## src/rtl/ccr_pkg.sv

```systemverilog
// Shared types and constants for the clipped circle rasterizer.
package ccr_pkg;

	// Item command codes
	typedef enum logic [1:0] {
		MODE_OUTLINE = 2'd0,
		MODE_FILLED  = 2'd1,
		MODE_ADVANCE = 2'd2,
		MODE_NONE    = 2'd3
	} mode_t;

	// Clipping rectangle, inclusive bounds
	typedef struct packed {
		logic signed [15:0] left;
		logic signed [15:0] top;
		logic signed [15:0] right;
		logic signed [15:0] bottom;
	} clip_t;

	// Register map
	localparam int APB_ADDR_W = 4;
	localparam int APB_DATA_W = 32;
	localparam int REG_IDX_W  = 2;

	localparam logic [REG_IDX_W-1:0] REG_CLIP_LEFT   = 2'd0;
	localparam logic [REG_IDX_W-1:0] REG_CLIP_TOP    = 2'd1;
	localparam logic [REG_IDX_W-1:0] REG_CLIP_RIGHT  = 2'd2;
	localparam logic [REG_IDX_W-1:0] REG_CLIP_BOTTOM = 2'd3;

	localparam logic signed [15:0] CLIP_LEFT_RST   = 16'sd0;
	localparam logic signed [15:0] CLIP_TOP_RST    = 16'sd0;
	localparam logic signed [15:0] CLIP_RIGHT_RST  = 16'sd1023;
	localparam logic signed [15:0] CLIP_BOTTOM_RST = 16'sd1023;

	// Last item index of one step: four spans or eight points
	localparam logic [2:0] FILL_LAST = 3'd3;
	localparam logic [2:0] LINE_LAST = 3'd7;

endpackage

```

## src/rtl/ccr_if.sv

```systemverilog
// Valid/ready channel interfaces for command items and result items.
interface ccr_item_if;
	logic               valid;
	logic               ready;
	logic [1:0]         mode;
	logic signed [14:0] center_x;
	logic signed [14:0] center_y;
	logic signed [14:0] radius;

	modport source (output valid, mode, center_x, center_y, radius, input ready);
	modport sink (input valid, mode, center_x, center_y, radius, output ready);
endinterface

interface ccr_result_if;
	logic               valid;
	logic               ready;
	logic signed [15:0] span_start_x;
	logic signed [15:0] span_end_x;
	logic signed [15:0] row_y;
	logic               drawn;
	logic               last_item;
	logic               idle;

	modport source (output valid, span_start_x, span_end_x, row_y, drawn, last_item, idle,
		input ready);
	modport sink (input valid, span_start_x, span_end_x, row_y, drawn, last_item, idle,
		output ready);
endinterface

```

## src/rtl/clipped_circle_rasterizer.sv

```systemverilog
// Top level: Bresenham circle stepper with rectangle clipping.
// An accepted advance item passes through the input register and then the result register.
// Throughput: one item per cycle while a held result does not stall an advance; start and ignored items give no result.
// The step state updates as each item leaves the input register, so items follow back to back.
// Reset clears the pipeline valids and circle state; clip bounds return to 0, 0, 1023, 1023.
module clipped_circle_rasterizer #(
	parameter int COORD_WIDTH = 16
) (
	input  logic                            clk,
	input  logic                            arst_n,
	input  logic                            psel,
	input  logic                            penable,
	input  logic                            pwrite,
	input  logic [ccr_pkg::APB_ADDR_W-1:0]  paddr,
	input  logic [ccr_pkg::APB_DATA_W-1:0]  pwdata,
	output logic [ccr_pkg::APB_DATA_W-1:0]  prdata,
	output logic                            pready,
	ccr_item_if.sink                        items,
	ccr_result_if.source                    results
);

	// Sum width: enough for centre plus offset, and for the wrapped coordinate
	localparam int XW = (COORD_WIDTH > 17) ? COORD_WIDTH : 17;

	ccr_pkg::clip_t clip;

	ccr_apb_regs u_regs (
		.clk     (clk),
		.arst_n  (arst_n),
		.psel    (psel),
		.penable (penable),
		.pwrite  (pwrite),
		.paddr   (paddr),
		.pwdata  (pwdata),
		.prdata  (prdata),
		.pready  (pready),
		.clip    (clip)
	);

	// Input stage
	logic               valid_s1;
	logic [1:0]         mode_s1;
	logic signed [14:0] cx_s1;
	logic signed [14:0] cy_s1;
	logic signed [14:0] radius_s1;

	// Circle state
	logic signed [15:0] cx_q;
	logic signed [15:0] cy_q;
	logic signed [15:0] step_x_q;
	logic signed [15:0] step_y_q;
	logic signed [19:0] dec_q;
	logic [2:0]         octant_q;
	logic               filled_q;
	logic               busy_q;

	// Result register
	logic               res_valid_q;
	logic signed [15:0] res_x0_q;
	logic signed [15:0] res_x1_q;
	logic signed [15:0] res_row_q;
	logic               res_drawn_q;
	logic               res_last_q;
	logic               res_idle_q;

	ccr_pkg::mode_t     mode_e;
	logic               is_start;
	logic               is_adv;
	logic               out_free;
	logic               go;

	logic [2:0]         idx;
	logic               diag;
	logic               step_end;
	logic signed [15:0] col_ofs;
	logic signed [15:0] row_ofs;
	logic               col_neg;
	logic               row_neg;

	logic signed [XW-1:0]          cxe, cye, cole, rowe;
	logic signed [XW-1:0]          col_a, col_b, row_s;
	logic signed [COORD_WIDTH-1:0] col_a_w, col_b_w, row_w;
	logic signed [XW-1:0]          x0, x1, row;
	logic signed [XW-1:0]          cl, ct, cr, cb;
	logic signed [XW-1:0]          x0c, x1c;
	logic                          row_in;
	logic                          drawn;

	logic signed [19:0] xe, ye;
	logic signed [19:0] dec_next;
	logic signed [15:0] y_next;
	logic signed [16:0] nx17, ny17;
	logic               circle_end;

	assign mode_e   = ccr_pkg::mode_t'(mode_s1);
	assign is_start = (mode_e == ccr_pkg::MODE_OUTLINE) || (mode_e == ccr_pkg::MODE_FILLED);
	assign is_adv   = (mode_e == ccr_pkg::MODE_ADVANCE);
	assign out_free = !res_valid_q || results.ready;
	assign go       = valid_s1 && (!is_adv || out_free);

	assign items.ready = !valid_s1 || go;

	// Load the input register
	always_ff @(posedge clk or negedge arst_n) begin
		if (!arst_n) begin
			valid_s1 <= 1'b0;
		end else if (items.ready) begin
			valid_s1 <= items.valid;
		end
	end

	always_ff @(posedge clk) begin
		if (items.ready && items.valid) begin
			mode_s1   <= items.mode;
			cx_s1     <= items.center_x;
			cy_s1     <= items.center_y;
			radius_s1 <= items.radius;
		end
	end

	// Pick offsets and signs for the current point or span
	always_comb begin
		idx  = (filled_q && octant_q[2]) ? ccr_pkg::FILL_LAST : octant_q;
		diag = (idx[1] == idx[0]);
		step_end = (idx == (filled_q ? ccr_pkg::FILL_LAST : ccr_pkg::LINE_LAST));
		col_ofs  = diag ? step_x_q : step_y_q;
		row_ofs  = diag ? step_y_q : step_x_q;
		if (filled_q) begin
			col_neg = 1'b1;
			row_neg = !idx[1];
		end else begin
			col_neg = (idx[2] != idx[1]);
			row_neg = idx[2];
		end
	end

	// Form coordinates, wrap them and clip
	always_comb begin
		cxe   = XW'(cx_q);
		cye   = XW'(cy_q);
		cole  = XW'(col_ofs);
		rowe  = XW'(row_ofs);
		col_a = col_neg ? (cxe - cole) : (cxe + cole);
		col_b = cxe + cole;
		row_s = row_neg ? (cye - rowe) : (cye + rowe);

		col_a_w = COORD_WIDTH'(col_a);
		col_b_w = COORD_WIDTH'(col_b);
		row_w   = COORD_WIDTH'(row_s);
		x0  = XW'(col_a_w);
		row = XW'(row_w);
		x1  = filled_q ? XW'(col_b_w) : x0;

		cl = XW'(clip.left);
		ct = XW'(clip.top);
		cr = XW'(clip.right);
		cb = XW'(clip.bottom);

		row_in = (row >= ct) && (row <= cb);
		if (filled_q) begin
			x0c   = (x0 < cl) ? cl : x0;
			x1c   = (x1 > cr) ? cr : x1;
			drawn = (x1c >= x0c) && row_in;
		end else begin
			x0c   = x0;
			x1c   = x0;
			drawn = (x0 >= cl) && (x0 <= cr) && row_in;
		end
	end

	// Bresenham decision update at the end of a step
	always_comb begin
		xe   = 20'(step_x_q);
		ye   = 20'(step_y_q);
		if (dec_q < 20'sd0) begin
			dec_next = dec_q + (xe <<< 2) + 20'sd6;
			y_next   = step_y_q;
		end else begin
			dec_next = dec_q + ((xe - ye) <<< 2) + 20'sd10;
			y_next   = step_y_q - 16'sd1;
		end
		nx17       = 17'(step_x_q) + 17'sd1;
		ny17       = 17'(y_next);
		circle_end = step_end && (nx17 > ny17);
	end

	// Advance the circle state
	always_ff @(posedge clk or negedge arst_n) begin
		if (!arst_n) begin
			cx_q     <= '0;
			cy_q     <= '0;
			step_x_q <= '0;
			step_y_q <= '0;
			dec_q    <= '0;
			octant_q <= '0;
			filled_q <= 1'b0;
			busy_q   <= 1'b0;
		end else if (go) begin
			if (is_start) begin
				cx_q     <= 16'(cx_s1);
				cy_q     <= 16'(cy_s1);
				step_x_q <= '0;
				step_y_q <= 16'(radius_s1);
				dec_q    <= 20'sd3 - (20'(radius_s1) <<< 1);
				octant_q <= '0;
				filled_q <= (mode_e == ccr_pkg::MODE_FILLED);
				busy_q   <= !radius_s1[14];
			end else if (is_adv && busy_q) begin
				if (step_end) begin
					dec_q    <= dec_next;
					step_x_q <= nx17[15:0];
					step_y_q <= y_next;
					octant_q <= '0;
					if (circle_end) begin
						busy_q <= 1'b0;
					end
				end else begin
					octant_q <= idx + 3'd1;
				end
			end
		end
	end

	// Result register
	always_ff @(posedge clk or negedge arst_n) begin
		if (!arst_n) begin
			res_valid_q <= 1'b0;
		end else if (go && is_adv) begin
			res_valid_q <= 1'b1;
		end else if (results.ready) begin
			res_valid_q <= 1'b0;
		end
	end

	always_ff @(posedge clk) begin
		if (go && is_adv) begin
			if (busy_q) begin
				res_x0_q    <= x0c[15:0];
				res_x1_q    <= x1c[15:0];
				res_row_q   <= row[15:0];
				res_drawn_q <= drawn;
				res_last_q  <= circle_end;
				res_idle_q  <= 1'b0;
			end else begin
				res_x0_q    <= '0;
				res_x1_q    <= '0;
				res_row_q   <= '0;
				res_drawn_q <= 1'b0;
				res_last_q  <= 1'b0;
				res_idle_q  <= 1'b1;
			end
		end
	end

	assign results.valid        = res_valid_q;
	assign results.span_start_x = res_x0_q;
	assign results.span_end_x   = res_x1_q;
	assign results.row_y        = res_row_q;
	assign results.drawn        = res_drawn_q;
	assign results.last_item    = res_last_q;
	assign results.idle         = res_idle_q;

	// Step coordinates stay ordered while a circle runs
	a_step_order: assert property (@(posedge clk) disable iff (!arst_n)
		busy_q |-> (step_x_q <= step_y_q))
		else $error("step_x passed step_y while busy");

	// No circle in progress means the point index is at rest
	a_idle_octant: assert property (@(posedge clk) disable iff (!arst_n)
		!busy_q |-> (octant_q == 3'd0))
		else $error("octant index nonzero with no circle active");

	// Filled circles use four spans per step
	a_fill_range: assert property (@(posedge clk) disable iff (!arst_n)
		filled_q |-> !octant_q[2])
		else $error("filled mode index beyond four spans");

	// Final item of a circle ends the circle
	a_last_clears: assert property (@(posedge clk) disable iff (!arst_n)
		(go && is_adv && busy_q && circle_end) |=> !busy_q)
		else $error("busy stayed set after final item");

	// Stalled input stage only when an item is held
	a_ready_hold: assert property (@(posedge clk) disable iff (!arst_n)
		!items.ready |-> (valid_s1 && is_adv && res_valid_q))
		else $error("input stalled without a blocked advance");

endmodule

```

## src/rtl/ccr_apb_regs.sv

```systemverilog
// APB register file holding the clipping rectangle.
module ccr_apb_regs (
	input  logic                            clk,
	input  logic                            arst_n,
	input  logic                            psel,
	input  logic                            penable,
	input  logic                            pwrite,
	input  logic [ccr_pkg::APB_ADDR_W-1:0]  paddr,
	input  logic [ccr_pkg::APB_DATA_W-1:0]  pwdata,
	output logic [ccr_pkg::APB_DATA_W-1:0]  prdata,
	output logic                            pready,
	output ccr_pkg::clip_t                  clip
);

	ccr_pkg::clip_t              clip_q;
	logic [ccr_pkg::REG_IDX_W-1:0] reg_idx;
	logic                        wr_en;

	assign reg_idx = paddr[ccr_pkg::APB_ADDR_W-1:2];
	assign wr_en   = psel && penable && pwrite;
	assign pready  = 1'b1;
	assign clip    = clip_q;

	// Write the addressed bound on the access phase
	always_ff @(posedge clk or negedge arst_n) begin
		if (!arst_n) begin
			clip_q.left   <= ccr_pkg::CLIP_LEFT_RST;
			clip_q.top    <= ccr_pkg::CLIP_TOP_RST;
			clip_q.right  <= ccr_pkg::CLIP_RIGHT_RST;
			clip_q.bottom <= ccr_pkg::CLIP_BOTTOM_RST;
		end else if (wr_en) begin
			case (reg_idx)
				ccr_pkg::REG_CLIP_LEFT:   clip_q.left   <= pwdata[15:0];
				ccr_pkg::REG_CLIP_TOP:    clip_q.top    <= pwdata[15:0];
				ccr_pkg::REG_CLIP_RIGHT:  clip_q.right  <= pwdata[15:0];
				ccr_pkg::REG_CLIP_BOTTOM: clip_q.bottom <= pwdata[15:0];
				default: ;
			endcase
		end
	end

	// Read back, sign-extended to the bus width
	always_comb begin
		case (reg_idx)
			ccr_pkg::REG_CLIP_LEFT:   prdata = ccr_pkg::APB_DATA_W'(clip_q.left);
			ccr_pkg::REG_CLIP_TOP:    prdata = ccr_pkg::APB_DATA_W'(clip_q.top);
			ccr_pkg::REG_CLIP_RIGHT:  prdata = ccr_pkg::APB_DATA_W'(clip_q.right);
			ccr_pkg::REG_CLIP_BOTTOM: prdata = ccr_pkg::APB_DATA_W'(clip_q.bottom);
			default:                  prdata = '0;
		endcase
	end

endmodule
```

## src/flat_wrapper.sv

```systemverilog
// flat-port wrapper written by rule: the top's interface ports become plain ports
module clipped_circle_rasterizer_flat 
#(
	parameter int COORD_WIDTH = 16
)
  (clk, arst_n, psel, penable, pwrite, paddr, pwdata, prdata, pready, items_valid, items_mode, items_center_x, items_center_y, items_radius, items_ready, results_valid, results_span_start_x, results_span_end_x, results_row_y, results_drawn, results_last_item, results_idle, results_ready);
  ccr_item_if items_i ();
  ccr_result_if results_i ();
  input  logic clk;
  input  logic arst_n;
  input  logic psel;
  input  logic penable;
  input  logic pwrite;
  input  logic [ccr_pkg::APB_ADDR_W-1:0] paddr;
  input  logic [ccr_pkg::APB_DATA_W-1:0] pwdata;
  output logic [ccr_pkg::APB_DATA_W-1:0] prdata;
  output logic pready;
  input wire logic [$bits(items_i.valid)-1:0] items_valid;
  input wire logic [$bits(items_i.mode)-1:0] items_mode;
  input wire logic [$bits(items_i.center_x)-1:0] items_center_x;
  input wire logic [$bits(items_i.center_y)-1:0] items_center_y;
  input wire logic [$bits(items_i.radius)-1:0] items_radius;
  output wire logic [$bits(items_i.ready)-1:0] items_ready;
  output wire logic [$bits(results_i.valid)-1:0] results_valid;
  output wire logic [$bits(results_i.span_start_x)-1:0] results_span_start_x;
  output wire logic [$bits(results_i.span_end_x)-1:0] results_span_end_x;
  output wire logic [$bits(results_i.row_y)-1:0] results_row_y;
  output wire logic [$bits(results_i.drawn)-1:0] results_drawn;
  output wire logic [$bits(results_i.last_item)-1:0] results_last_item;
  output wire logic [$bits(results_i.idle)-1:0] results_idle;
  input wire logic [$bits(results_i.ready)-1:0] results_ready;
  assign items_i.valid = items_valid;
  assign items_i.mode = items_mode;
  assign items_i.center_x = items_center_x;
  assign items_i.center_y = items_center_y;
  assign items_i.radius = items_radius;
  assign items_ready = items_i.ready;
  assign results_valid = results_i.valid;
  assign results_span_start_x = results_i.span_start_x;
  assign results_span_end_x = results_i.span_end_x;
  assign results_row_y = results_i.row_y;
  assign results_drawn = results_i.drawn;
  assign results_last_item = results_i.last_item;
  assign results_idle = results_i.idle;
  assign results_i.ready = results_ready;
  clipped_circle_rasterizer #(.COORD_WIDTH(COORD_WIDTH)) u_core (.clk(clk), .arst_n(arst_n), .psel(psel), .penable(penable), .pwrite(pwrite), .paddr(paddr), .pwdata(pwdata), .prdata(prdata), .pready(pready), .items(items_i), .results(results_i));
endmodule
```

## config.mk

```make
export PLATFORM = sky130hd
export DESIGN_NAME = clipped_circle_rasterizer_flat
export DESIGN_NICKNAME = d
export VERILOG_FILES = /design/src/rtl/ccr_pkg.sv /design/src/rtl/ccr_if.sv /design/src/rtl/clipped_circle_rasterizer.sv /design/src/rtl/ccr_apb_regs.sv /design/src/flat_wrapper.sv
export SDC_FILE = /design/constraint.sdc
export NUM_CORES = 1
export LEC_CHECK = 0
export BUFFER_PORTS_ARGS = -buffer_cell sky130_fd_sc_hd__clkbuf_2
export CORE_ASPECT_RATIO = 1.4
export CORE_UTILIZATION = 43
export DETAILED_ROUTE_END_ITERATION = 8
export GPL_TIMING_DRIVEN = 0
export PLACE_DENSITY = 0.64
export SLEW_MARGIN = 30
export SYNTH_ARGS = -nofsm -noshare
export SYNTH_HDL_FRONTEND = slang
export SYNTH_SLANG_ARGS = --single-unit
```

## constraint.sdc

```tcl
create_clock -name clk -period 9.6 [get_ports clk]
set_input_delay 1.92 -clock clk [delete_from_list [all_inputs] [get_ports clk]]
set_output_delay 1.92 -clock clk [all_outputs]
set_load 0.02 [all_outputs]
```

After elaboration in Yosys (flattened, before gate mapping) --
Cells that the tools add are included.
Storage, ports and cells: bits in registers 251, input port bits 90, logic and storage cells 125
Operators by class: $lt $le $gt $ge 9, reduce and logical (&&, ||, !) cells 35, equality and inequality tests 8, multiplexer cells 36, add/sub/neg operators 13
Operators by type and width (number):
- two-way mux 16 bit | 13
- case mux 32 bit (4 select lines) | 1
- two-way mux 20 bit | 4
- two-way mux 17 bit | 3
- greater-than comparator 17 x 16 -> 1 bit | 2
- adder 15 x 16 -> 16 bit | 2
- >= comparator 16 bit | 2
- <= comparator 16 bit | 2
- subtractor 15 x 16 -> 16 bit | 2
- adder 20 x 18 -> 20 bit | 1
- adder 20 bit | 1
- adder 20 x 4 -> 20 bit (second input constant) | 1
- adder 20 x 5 -> 20 bit (second input constant) | 1
- less-than comparator 20 x 1 -> 1 bit (second input constant) | 1
- adder 16 x 2 -> 17 bit (second input constant) | 1
- >= comparator 17 bit | 1
- subtractor 16 x 16 -> 17 bit | 1
- subtractor 3 x 16 -> 17 bit (first input constant) | 1
- less-than comparator 16 bit | 1
- subtractor 16 x 2 -> 16 bit (second input constant) | 1
- two-way mux 3 bit | 5
- logical AND 1 bit | 12
- AND reduction 2 bit | 6
- two-way mux 1 bit | 10
- other kinds (12) | 26

Logic depth before layout (Yosys ltp) --
Gate-level depths: netlist of the first run.
depth in word-level cells 12, gate-level depth with buffers 42, depth with buffers taken out 33

By module --
A second synthesis of the first run with hierarchy kept.
Second synthesis, totals: cells, all modules 2091, area total of the unflattened synthesis 20088.0 µm²
Modules (own cells, without submodules):
- clipped_circle_rasterizer | area each 17061.4 µm², sequential area each 5144.9 µm², instances 1, cells each 1912
- ccr_apb_regs | area each 3026.7 µm², sequential area each 1626.6 µm², instances 1, cells each 179

Least setup slack after synthesis of the first run --
No wires, ideal clock.
kind register to register, start point register u_core.filled_q, end point register u_core.res_drawn_q (netlist: u_core.results.drawn), data pin, data arrival time 8.742 ns, path slack 0.601 ns, clock period less this slack 8.999 ns, library setup time 0.257 ns, buffers on the path 10, stages on the path, launching flop included 37, path through dfrtp_1 -> clkbuf_1 -> clkbuf_1 -> buf_1 -> a21o_1 -> ha_1 -> clkbuf_1 -> clkbuf_1 -> clkbuf_1 -> clkbuf_1 -> clkbuf_1 -> o21ai_0 -> ha_1 -> fa_1 -> o21ba_1 -> or4_4 -> and3_4 -> or3_1 -> a311o_1 -> a21oi_4 -> mux2_4 -> ha_1 -> and3_1 -> a221o_1 -> a211oi_1 -> a21oi_1 -> o21ai_1 -> buf_2 -> buf_2 -> mux2_2 -> ha_1 -> or4_1 -> a21oi_1 -> o31ai_1 -> nand4_1 -> a21oi_1 -> o2111a_1
Between the ends: word-level cells in the longest chain between the ends 12, elaborated cells on any way between the ends 30, classes of those cells 4 x add/sub; 7 x order compare; 2 x eq/ne; 11 x mux; 6 x reduce/logical
Ends and longest elaborated chain:
- from (decl) | line clipped_circle_rasterizer.sv:54 | logic filled_q;
- from (signal assigned) | line clipped_circle_rasterizer.sv:206 | filled_q <= (mode_e == ccr_pkg::MODE_FILLED);
- logical AND 1 bit | line clipped_circle_rasterizer.sv:123 | idx = (filled_q && octant_q[2]) ? ccr_pkg::FILL_LAST : octant_q;
- two-way mux 3 bit | line clipped_circle_rasterizer.sv:123
- equality test 1 bit | line clipped_circle_rasterizer.sv:124 | diag = (idx[1] == idx[0]);
- two-way mux 16 bit | line clipped_circle_rasterizer.sv:126 | col_ofs = diag ? step_x_q : step_y_q;
- adder 15 x 16 -> 16 bit or subtractor 15 x 16 -> 16 bit (tied branches) | line clipped_circle_rasterizer.sv:143, clipped_circle_rasterizer.sv:144
- two-way mux 16 bit | line clipped_circle_rasterizer.sv:143 | col_a = col_neg ? (cxe - cole) : (cxe + cole);
- two-way mux 17 bit | line clipped_circle_rasterizer.sv:152 | x1 = filled_q ? XW'(col_b_w) : x0;
- greater-than comparator 17 x 16 -> 1 bit | line clipped_circle_rasterizer.sv:162 | x1c = (x1 > cr) ? cr : x1;
- two-way mux 17 bit | line clipped_circle_rasterizer.sv:162
- >= comparator 17 bit | line clipped_circle_rasterizer.sv:163 | drawn = (x1c >= x0c) && row_in;
- logical AND 1 bit | line clipped_circle_rasterizer.sv:163
- two-way mux 1 bit * | line clipped_circle_rasterizer.sv:160 | if (filled_q) begin
- to (signal assigned) | line clipped_circle_rasterizer.sv:241 | res_drawn_q <= drawn;
- to (decl) | line clipped_circle_rasterizer.sv:62 | logic res_drawn_q;
Mark *: on every way between the ends. The rest lies on a longest branch, timed or not. A chain may end at the register's enable or synchronous reset.

Worst setup path after layout of the first run --
Same ends and word-level chain as after synthesis.

==> results of run 1 <==
power groups by stage:
stage / registers [mW] / clock network [mW] / logic (mW)
CTS: 1.46 / 1.21 / 4.73
finish: 1.46 / 1.19 / 4.82
global route: 1.47 / 1.25 / 5.33
global placement: 1.47 / 0 / 4.54
detailed placement: 1.48 / 0 / 4.64
floorplan: 1.41 / 0 / 3.37
routing by layer:
| layer | part of all wire | vias up | routed length, um |
|---|---|---|---|
| met5 | 0 | - | 0 |
| met2 | 0.51 | 629 | 34100 |
| li1 | - | 8309 | - |
| met4 | 0.081 | 0 | 5430 |
| met1 | 0.37 | 8373 | 24700 |
| met3 | 0.046 | 216 | 3090 |
repair_timing:
item,CTS,global route
pin swaps,0,2
setup buffers,0,2
endpoints found under the setup margin,33,1
hold buffers,0,0
gates resized for setup,25,20
state kept, by name (all words and copies together) (netlist names), 2 cells and up:
| name | cells |
|---|---|
| u_core.cx_s1 | 15 |
| u_core.results.span_start_x | 16 |
| u_core.dec_q | 19 |
| u_core.mode_e | 2 |
| u_core.radius_s1 | 15 |
| u_core.octant_q | 3 |
| u_core.results.row_y | 16 |
| u_core.u_regs.clip | 64 |
| u_core.cy_q | 15 |
| u_core.cy_s1 | 15 |
| u_core.step_y_q | 16 |
| u_core.results.span_end_x | 16 |
| u_core.cx_q | 15 |
| u_core.step_x_q | 16 |
metrics by stage:
stage          TNS, ns  utilization  hold slack [ns]
3_3_place_gp    -18.02        0.469            0.434
6_report             0        0.497            0.461
2_1_floorplan        0            -            0.426
5_1_grt              0        0.497            0.496
3_5_place_dp    -18.15        0.473            0.453
4_1_cts              0        0.496            0.465
layout by cell type (no fill, tap or decap), drive strengths merged, types with 9 or more instances in the layout:
| cell | netlist | final |
|---|---|---|
| a2111oi | 9 | 9 |
| a211oi | 28 | 28 |
| a21o | 54 | 54 |
| a21oi | 130 | 130 |
| a22oi | 10 | 10 |
| a31oi | 10 | 10 |
| and2 | 22 | 22 |
| and3 | 14 | 14 |
| buf | 34 | 45 |
| clkbuf | 85 | 264 |
| clkinv | 1 | 9 |
| dfrtp | 132 | 132 |
| dfstp | 20 | 20 |
| edfxtp | 98 | 98 |
| ha | 247 | 247 |
| inv | 155 | 158 |
| mux2 | 89 | 89 |
| mux2i | 42 | 42 |
| mux4 | 16 | 16 |
| nand2 | 162 | 162 |
| nand2b | 21 | 21 |
| nand3 | 35 | 35 |
| nand4 | 27 | 27 |
| nor2 | 158 | 158 |
| nor2b | 29 | 29 |
| nor3 | 48 | 48 |
| nor4 | 13 | 13 |
| o211ai | 20 | 20 |
| o21a | 23 | 23 |
| o21ai | 146 | 146 |
| o21bai | 13 | 13 |
| o31ai | 17 | 17 |
| or2 | 10 | 10 |
| or3 | 18 | 18 |
| xnor2 | 85 | 85 |
| xor2 | 41 | 41 |
critical path, delay by kind of cell, from the launching register on:
| kind | cells | cell delay, ns |
|---|---|---|
| DFF | 1 | 0.36 |
| adders and majority gates | 5 | 1.61 |
| buffers and inverters | 8 | 1.88 |
| muxes | 2 | 0.59 |
| AOI/OAI and AO/OA | 13 | 2.95 |
| and+or+nand+nor | 6 | 1.68 |
layout make-up:
cell class	instances	area, um^2
fillers	4426	23600
multi-input cells	1661	12700
flip-flops and latches	250	6770
repair buffers	166	950
well taps	624	781
clock buffers	31	733
inverters	156	586
plain buffers	112	541
clock inverters	21	288
cell families (layout without fill, tap and decap cells):
kind of cell,after synthesis,in the layout,share of synthesized area
buffers and inverters,275,486,0.0544
flip-flops,250,250,0.331
AO/OA/AOI/OAI,558,558,0.181
multiplexers,147,147,0.0873
adder cells (fa/ha/maj),253,253,0.157
XOR/XNOR,126,126,0.0539
other,1,1,0.000183
AND/OR/NAND/NOR,576,576,0.135
final timing paths:
| kind | start | endpoint | slack (ns) | depth (start not counted) |
|---|---|---|---|---|
| max in group asynchronous | arst_n | u_core.u_regs.clip[0]$_DFFE_PN1P_ | 7.35 | 3 |
| min in group asynchronous | arst_n | u_core.cx_q[3]$_DFFE_PN0P_ | 1.22 | 1 |
| max reg2reg | u_core.filled_q$_DFFE_PN0P_ | u_core.results.drawn$_SDFFCE_PN0P_ | 0.27 | 34 |
| min reg2reg | u_core.cx_s1[0]$_DFFE_PP_ | u_core.cx_q[0]$_DFFE_PN0P_ | 0.46 | 2 |
| max | u_core.filled_q$_DFFE_PN0P_ | u_core.results.drawn$_SDFFCE_PN0P_ | 0.27 | 34 |
| min | u_core.cx_s1[0]$_DFFE_PP_ | u_core.cx_q[0]$_DFFE_PN0P_ | 0.46 | 2 |
==> run summary, run 1 <==
Outcome - finished, final reports clean
Crit-path most repeated cell - clkbuf_4
Max_cap viols - 0
Clk_skew - 0.0208 ns
Switching Share - 0.473
Cell count after synthesis - 2186
Final nets - 2718
Syn Area/Cell - 9.36 um^2
Largest net degree at the start of global routing - 80
Clock share of power - 0.159
Final Max Tran Viols - 0
CTS Sinks - 250
Seq pwr share - 0.195
Slowest CP cell - ha_2
Final worst slack - 0.275 ns
GRT Util Overall - 0.276
Rows - 94
Final-report hold violation count - 0
Non-filler instance count after layout - 3021
Fmax - 0.107 GHz
Worst-path clk slew - 0.06 ns
Total gr overflow - 0
Pwr/cell area - 320 mW/mm^2
Worst Path Arrival - 9.66 ns
Cell Int Power - 3.94 mW
Switching power - 3.54 mW
Worst Path Required - 9.93 ns
GR Util met1 - 0.292
Cell taking the most area after synthesis - dfrtp_1
Initial core utilization - 0.436
Routing usage on met3 - 0.0289
Final min period - 9.33 ns
Vias in the first global route - 17.7k
DR pass1 iterations - 5
Gpl congestion - 0.976
Routed WL per cell - 22.3 um
Netlist cell types - 92
Top-count cell post-synth - ha_1
Finished Cell Area - 0.0233 mm^2
Slew @ Worst Pin - 0.967 ns
Post-synth ARST share - 0.608
IO Pins - 176
Register area share after synthesis - 0.331
Gr busiest metal - met2
Worst slack at placement - -2.72 ns
Comb power frac - 0.645
Core Region - 0.0469 mm^2
Mapped cell area - 0.0205 mm^2
Yosys top cell area share - 0.161
Worst hold path type - flip-flop to flip-flop
I/O Buffers - 154
Slew HR - 0.356
Die Height - 260 um
Ys flop type - dfrtp_1
Initial drt markers - 1175
Grt met2 use - 0.505
Global-route wire length before repair - 102000 um
DR vias - 17.5k
Worst Setup Start Kind - flip-flop
CTS root buf - clkbuf_16
Max H-tree Level - 1
Dpl cells - 2974
Worst VDD drop - 0.000148 V
Post-synth top cells - ha_1, nand2_1, nor2_1
Avg Vias per Cell - 5.80
Top cells by area, synth - dfrtp_1, ha_1, edfxtp_1
TritonCTS clock tree - built
CP endpoint kind - flip-flop
Fin crit share - 0.971
Residual DRC - 0
CP max stage delay - 0.45 ns
Worst-path fanout max - 19
CTS max path bufs - 3
Die X - 186 um
# setup viols final - 0
Leakage - 10.6 nW
Dpl hpwl - 54800 um
Area growth from synthesis to layout - 14.1%
Antenna Cells - 0
#FFs+latches synth - 250
Initial antenna violation count - 0
TritonCTS buffer count - 28
Tot Pwr - 7.47 mW
Syn. warnings - 0
Routed wire length - 67400 um
Clock Latency Late Sink - 0.60 ns
RSZ-0062 raised after global routing - false
Number of flops mapped to enable cells by yosys - 98
Die Footprint - 0.0485 mm^2
Post-route ant nets - 0
Crit path kind - flip-flop to flip-flop
Layout cells sized above 1 - 0.176
Cell Area, Placed - 0.0222 mm^2
Synthesized Nets - 2529
(Power assumes the default switching activity.)
==> run 2: changes to the inputs <==
Settings changed: ABC_AREA from default to 1.
==> run 2 against run 1 <==
Against the previous run: hold slack got worse by 0.018 ns; first-iteration DRC count increased by 6.9%; core utilization decreased by 0.26 points; register-to-register slack improved by 1.3 ns; clock skew increased by 0.033 ns; die area increased by 1.6%; non-clock buffer count decreased by 27; wire length increased by 4.9%; design area increased by 0.47%; highest routed layer unchanged; synthesized area increased by 1.6%; critical path type unchanged; critical path depth increased by 6; clock-buffer cell count increased by 8.
==> run summary, run 2 <==
Outcome - finished, final reports clean
Synthesized Nets - 3159
Register area share after synthesis - 0.326
Worst R2R Path Depth - 40
Top Family by Delay on Critical Path - simple AND/OR/NAND/NOR gates
#FFs+latches synth - 250
Die Height - 262 um
Initial core utilization - 0.438
CTS Sinks - 250
Slew @ Worst Pin - 0.944 ns
Cell count after synthesis - 2816
Clk_skew - 0.0533 ns
Most common cell after layout, fill and taps aside - nand2_1
Post-CTS setup buffers - 0
Final min period - 8.07 ns
I/O Buffers - 156
Mapped cell area - 0.0208 mm^2
Residual DRC - 0
Routed WL per cell - 19.4 um
Cell taking the most area after synthesis - dfrtp_1
Worst Setup Start Kind - flip-flop
Slowest CP cell - o21ai_0
Avg Vias per Cell - 5.40
CTS max path bufs - 3
Crit-path most repeated cell - nand2_1
Initial antenna violation count - 0
Critical path depth - 40
Die Footprint - 0.0492 mm^2
DR vias - 19.7k
# hold bufs at CTS - 0
Reg2reg end - u_core.results.drawn$_SDFFCE_PN0P_
CTS root buf - clkbuf_16
Final nets - 3348
CP max stage delay - 0.73 ns
Setup TNS Final - 0 ns
Final-report hold violation count - 0
Area growth from synthesis to layout - 12.8%
Fmax - 0.124 GHz
Worst Path Buf+Inv - 8
# setup viols final - 0
Global-route wire length before repair - 108000 um
Core Region - 0.0474 mm^2
Layout cells sized above 1 - 0.105
Syn Area/Cell - 7.38 um^2
Syn. warnings - 0
Antenna Cells - 0
CP endpoint kind - flip-flop
Routed wire length - 70700 um
Post_cts resized - 0
Netlist cell types - 63
IO Pins - 176
Dpl hpwl - 58200 um
Total gr overflow - 0
Ys flop type - dfrtp_1
DR pass1 iterations - 8
Post-synth top cells - nand2_1, inv_1, ha_1
Yosys top cell area share - 0.159
Max_cap viols - 0
# fillers - 4731
Worst-path clk slew - 0.07 ns
Dpl cells - 3599
Min Hold Slack - 0.443 ns
TritonCTS clock tree - built
Max H-tree Level - 1
Most frequent cells in the layout - nand2_1, inv_1, ha_1, a21oi_1, nand3_1
Largest net degree at the start of global routing - 74
Number of flops mapped to enable cells by yosys - 98
Slew HR - 0.364
Vias in the first global route - 20.1k
Worst Path Arrival - 8.35 ns
R2R setup slack - 1.53 ns
Worst min-delay path endpoint - u_core.cx_q[9]$_DFFE_PN0P_
Rows - 94
RSZ-0062 raised after global routing - false
GRT Util Overall - 0.286
Crit path kind - flip-flop to flip-flop
Non-filler instance count after layout - 3651
Hold Path Depth - 2
Post-route ant nets - 0
Reg-to-reg startpoint - u_core.octant_q[2]$_DFFE_PN0P_
Clock Latency Late Sink - 0.62 ns
Top cells by area, synth - dfrtp_1, ha_1, edfxtp_1
Initial drt markers - 1256
Worst-path fanout max - 10
Die X - 188 um
Post-synth ARST share - 0.608
Final Max Tran Viols - 0
Worst hold path type - flip-flop to flip-flop
Fin crit share - 0.840
Cell Area, Placed - 0.0224 mm^2
Top-count cell post-synth - nand2_1
Max FFs per register - 64
Worst Path Required - 9.88 ns
TritonCTS buffer count - 28
Finished Cell Area - 0.0234 mm^2
Worst Hold Launch - u_core.cx_s1[9]$_DFFE_PP_
Gpl congestion - 0.994
==> run 2: kinds of logic (layout without fill, tap and decap cells) <==
logic type	count (synthesis)	in the layout	synth area share
compound gates	518	518	0.140
xor+xnor	92	92	0.0388
fa+ha+maj	253	253	0.155
buf+inv	501	712	0.0976
flops	250	250	0.326
other cells	1	1	0.000180
simple gates	1201	1201	0.243
==> run 2: layout make-up <==
type | count | area (um^2) | area share
plain buffers | 92 | 493 | 0.0210
multi-input cells | 2065 | 12000 | 0.511
flip-flops and latches | 250 | 6770 | 0.289
clock inverters | 13 | 248 | 0.0106
inverters | 409 | 1540 | 0.0657
clock buffers | 39 | 752 | 0.0321
repair buffers | 159 | 872 | 0.0372
well taps | 624 | 781 | 0.0333
==> run 2: how the worst max path moves through the flow <==
stage / start / endpoint
2_1_floorplan: u_core.octant_q[2]$_DFFE_PN0P_ / u_core.results.drawn$_SDFFCE_PN0P_
3_3_place_gp: u_core.octant_q[2]$_DFFE_PN0P_ / u_core.results.drawn$_SDFFCE_PN0P_
3_5_place_dp: u_core.octant_q[2]$_DFFE_PN0P_ / u_core.results.drawn$_SDFFCE_PN0P_
4_1_cts: u_core.octant_q[2]$_DFFE_PN0P_ / u_core.results.drawn$_SDFFCE_PN0P_
5_1_grt: u_core.octant_q[2]$_DFFE_PN0P_ / u_core.results.drawn$_SDFFCE_PN0P_
6_report: u_core.octant_q[2]$_DFFE_PN0P_ / u_core.results.drawn$_SDFFCE_PN0P_
==> run 2: per-layer routing <==
layer | GRT usage | routed length [um]
met4 | 0.188 | 4830
met5 | 0 | 0
met2 | 0.548 | 36800
met3 | 0.0255 | 2670
met1 | 0.297 | 26400
==> run 2: worst reg2reg max path, delay by kind of cell, from the launching register on <==
family	cells	cell delay, ns
compound gates	7	1.96
fa+ha+maj	5	1.70
buf+inv	8	1.17
flops	1	0.43
simple gates	20	2.52
==> run 2: stage by stage <==
step                      utilization  setup slack (ns)
after global placement          0.471              1.79
final                           0.495              1.53
after detailed placement        0.473              1.77
after floorplan                     -              3.91
after CTS                       0.495              1.67
after global routing            0.495              1.15
Power of run 2 is left out: the tool's default activity adds up to more than one toggle a clock period on the data nets, which glitch-free logic cannot reach.
==> run 3: changes to the inputs <==
Clock period 9.6 ns to 7.2 ns, I/O delays scaled along.
==> run 3 against run 2 <==
Against the previous run: non-clock buffer count did not move; core utilization rose by 0.41 points; design area rose by 0.83%; clock skew barely moved; die area did not move; hold slack barely moved; critical path depth rose by 1; setup slack got worse by 1.2 ns; via count rose by 0.34%; first-iteration DRC count fell by 3.4%; clock-buffer cell count did not move; critical endpoint unchanged; largest cell class unchanged; highest routed layer unchanged.
==> run summary, run 3 (synthesis gave the netlist of run 2 again) <==
Outcome - finished, final reports clean
Routed WL per cell - 19.4 um
Slew @ Worst Pin - 0.926 ns
Total gr overflow - 0
TritonCTS clock tree - built
Post-route ant nets - 0
Reg area - 0.00677 mm^2
# setup viols final - 0
# hold bufs at CTS - 0
Non-filler instance count after layout - 3651
Global-route wire length before repair - 108000 um
CTS Sinks - 250
IO Pins - 176
Min Hold Slack - 0.443 ns
Max H-tree Level - 1
Final min period - 6.87 ns
CTS max path bufs - 3
Final Max Tran Viols - 0
I/O Buffers - 156
Initial core utilization - 0.438
# fillers - 4718
Max FFs per register - 64
Crit path kind - flip-flop to flip-flop
Worst Setup Start Kind - flip-flop
Worst Hold Launch - u_core.cx_s1[9]$_DFFE_PP_
CP max stage delay - 0.43 ns
Largest net degree at the start of global routing - 74
Core Region - 0.0474 mm^2
Clk_skew - 0.0534 ns
GRT Util Overall - 0.286
Avg Vias per Cell - 5.42
Die X - 188 um
Die Height - 262 um
DR vias - 19.8k
Slowest CP cell - dfrtp_1
Rows - 94
Residual DRC - 0
CTS root buf - clkbuf_16
Worst-path clk slew - 0.07 ns
Worst hold path type - flip-flop to flip-flop
Fin crit share - 0.954
Most common cell after layout, fill and taps aside - nand2_1
Max_cap viols - 0
Initial antenna violation count - 0
Reg-to-reg startpoint - u_core.octant_q[2]$_DFFE_PN0P_
Most frequent cells in the layout - nand2_1, inv_1, ha_1, a21oi_1, nand3_1
Gpl congestion - 0.994
Routed wire length - 70900 um
Slew HR - 0.383
Fmax - 0.146 GHz
Dpl cells - 3599
DR pass1 iterations - 6
TritonCTS buffer count - 28
Final-report hold violation count - 0
Final Util - 0.499
Post-CTS setup buffers - 0
Layout cells sized above 1 - 0.116
Crit-path most repeated cell - nand2_1
Die Footprint - 0.0492 mm^2
Initial drt markers - 1213
Area growth from synthesis to layout - 13.8%
Antenna Cells - 0
CP endpoint kind - flip-flop
Crit path launch - u_core.octant_q[2]$_DFFE_PN0P_
RSZ-0062 raised after global routing - false
Dpl hpwl - 58200 um
Worst Path Arrival - 7.17 ns
Final nets - 3348
Worst-path fanout max - 10
Multi-input gate area - 0.0122 mm^2
Vias in the first global route - 20.1k
Worst Path Required - 7.50 ns
Clock Latency Late Sink - 0.61 ns
-- run 3: cell types whose count changed in the layout (fill, tap and decap cells not counted), sizes merged --
| cell | delta |
|---|---|
| buf | +3 |
| clkbuf | -3 |
-- run 3: stage by stage --
stage / TNS (ns) / setup slack [ns] / area (um^2)
floorplan: 0 / 1.51 / 20800
global placement: -0.609 / -0.609 / 22300
detailed placement: -0.630 / -0.630 / 22400
CTS: 0 / 0.0367 / 23500
global route: 0 / 0.0227 / 23600
finish: 0 / 0.328 / 23600
-- run 3: cell type report --
| type | instances | share of cell area |
|---|---|---|
| Timing Repair Buffer | 159 | 0.0369 |
| Clock inverter | 13 | 0.0105 |
| Multi-Input combinational cell | 2065 | 0.514 |
| Inverter | 409 | 0.0652 |
| Tap cell | 624 | 0.0330 |
| Buffer | 92 | 0.0220 |
| Sequential cell | 250 | 0.286 |
| Clock buffer | 39 | 0.0318 |
-- run 3: final timing paths --
kind | endpoint | slack, ns | cells after the start
min in group asynchronous | u_core.u_regs.clip[33]$_DFFE_PN0P_ | 0.73 | 1
hold reg to reg | u_core.cx_q[9]$_DFFE_PN0P_ | 0.44 | 2
setup reg to reg | u_core.results.drawn$_SDFFCE_PN0P_ | 0.33 | 41
hold / removal | u_core.cx_q[9]$_DFFE_PN0P_ | 0.44 | 2
max in group asynchronous | u_core.cx_q[11]$_DFFE_PN0P_ | 5.75 | 2
setup / recovery | u_core.results.drawn$_SDFFCE_PN0P_ | 0.33 | 41
-- run 3: repair_timing --
action                                  4_1_cts  5_1_grt
resized for setup                            17       53
endpoints found under the setup margin        1        1
cloned                                        0        0
pin swaps                                     0        1
-- run 3: worst max-delay path: cells and delay by family, from the launching register on --
kind	cells	cell delay, ns
AOI/OAI and AO/OA	7	1.08
buffers and inverters	8	0.99
adders and majority gates	5	1.55
and+or+nand+nor	21	2.47
DFF	1	0.43
-- run 3: layer usage --
metal	wire, um	global-route usage
met5	0	0
met2	36700	0.547
met4	5020	0.189
met3	2740	0.0255
met1	26500	0.297
Power of run 3 is left out for the same reason.
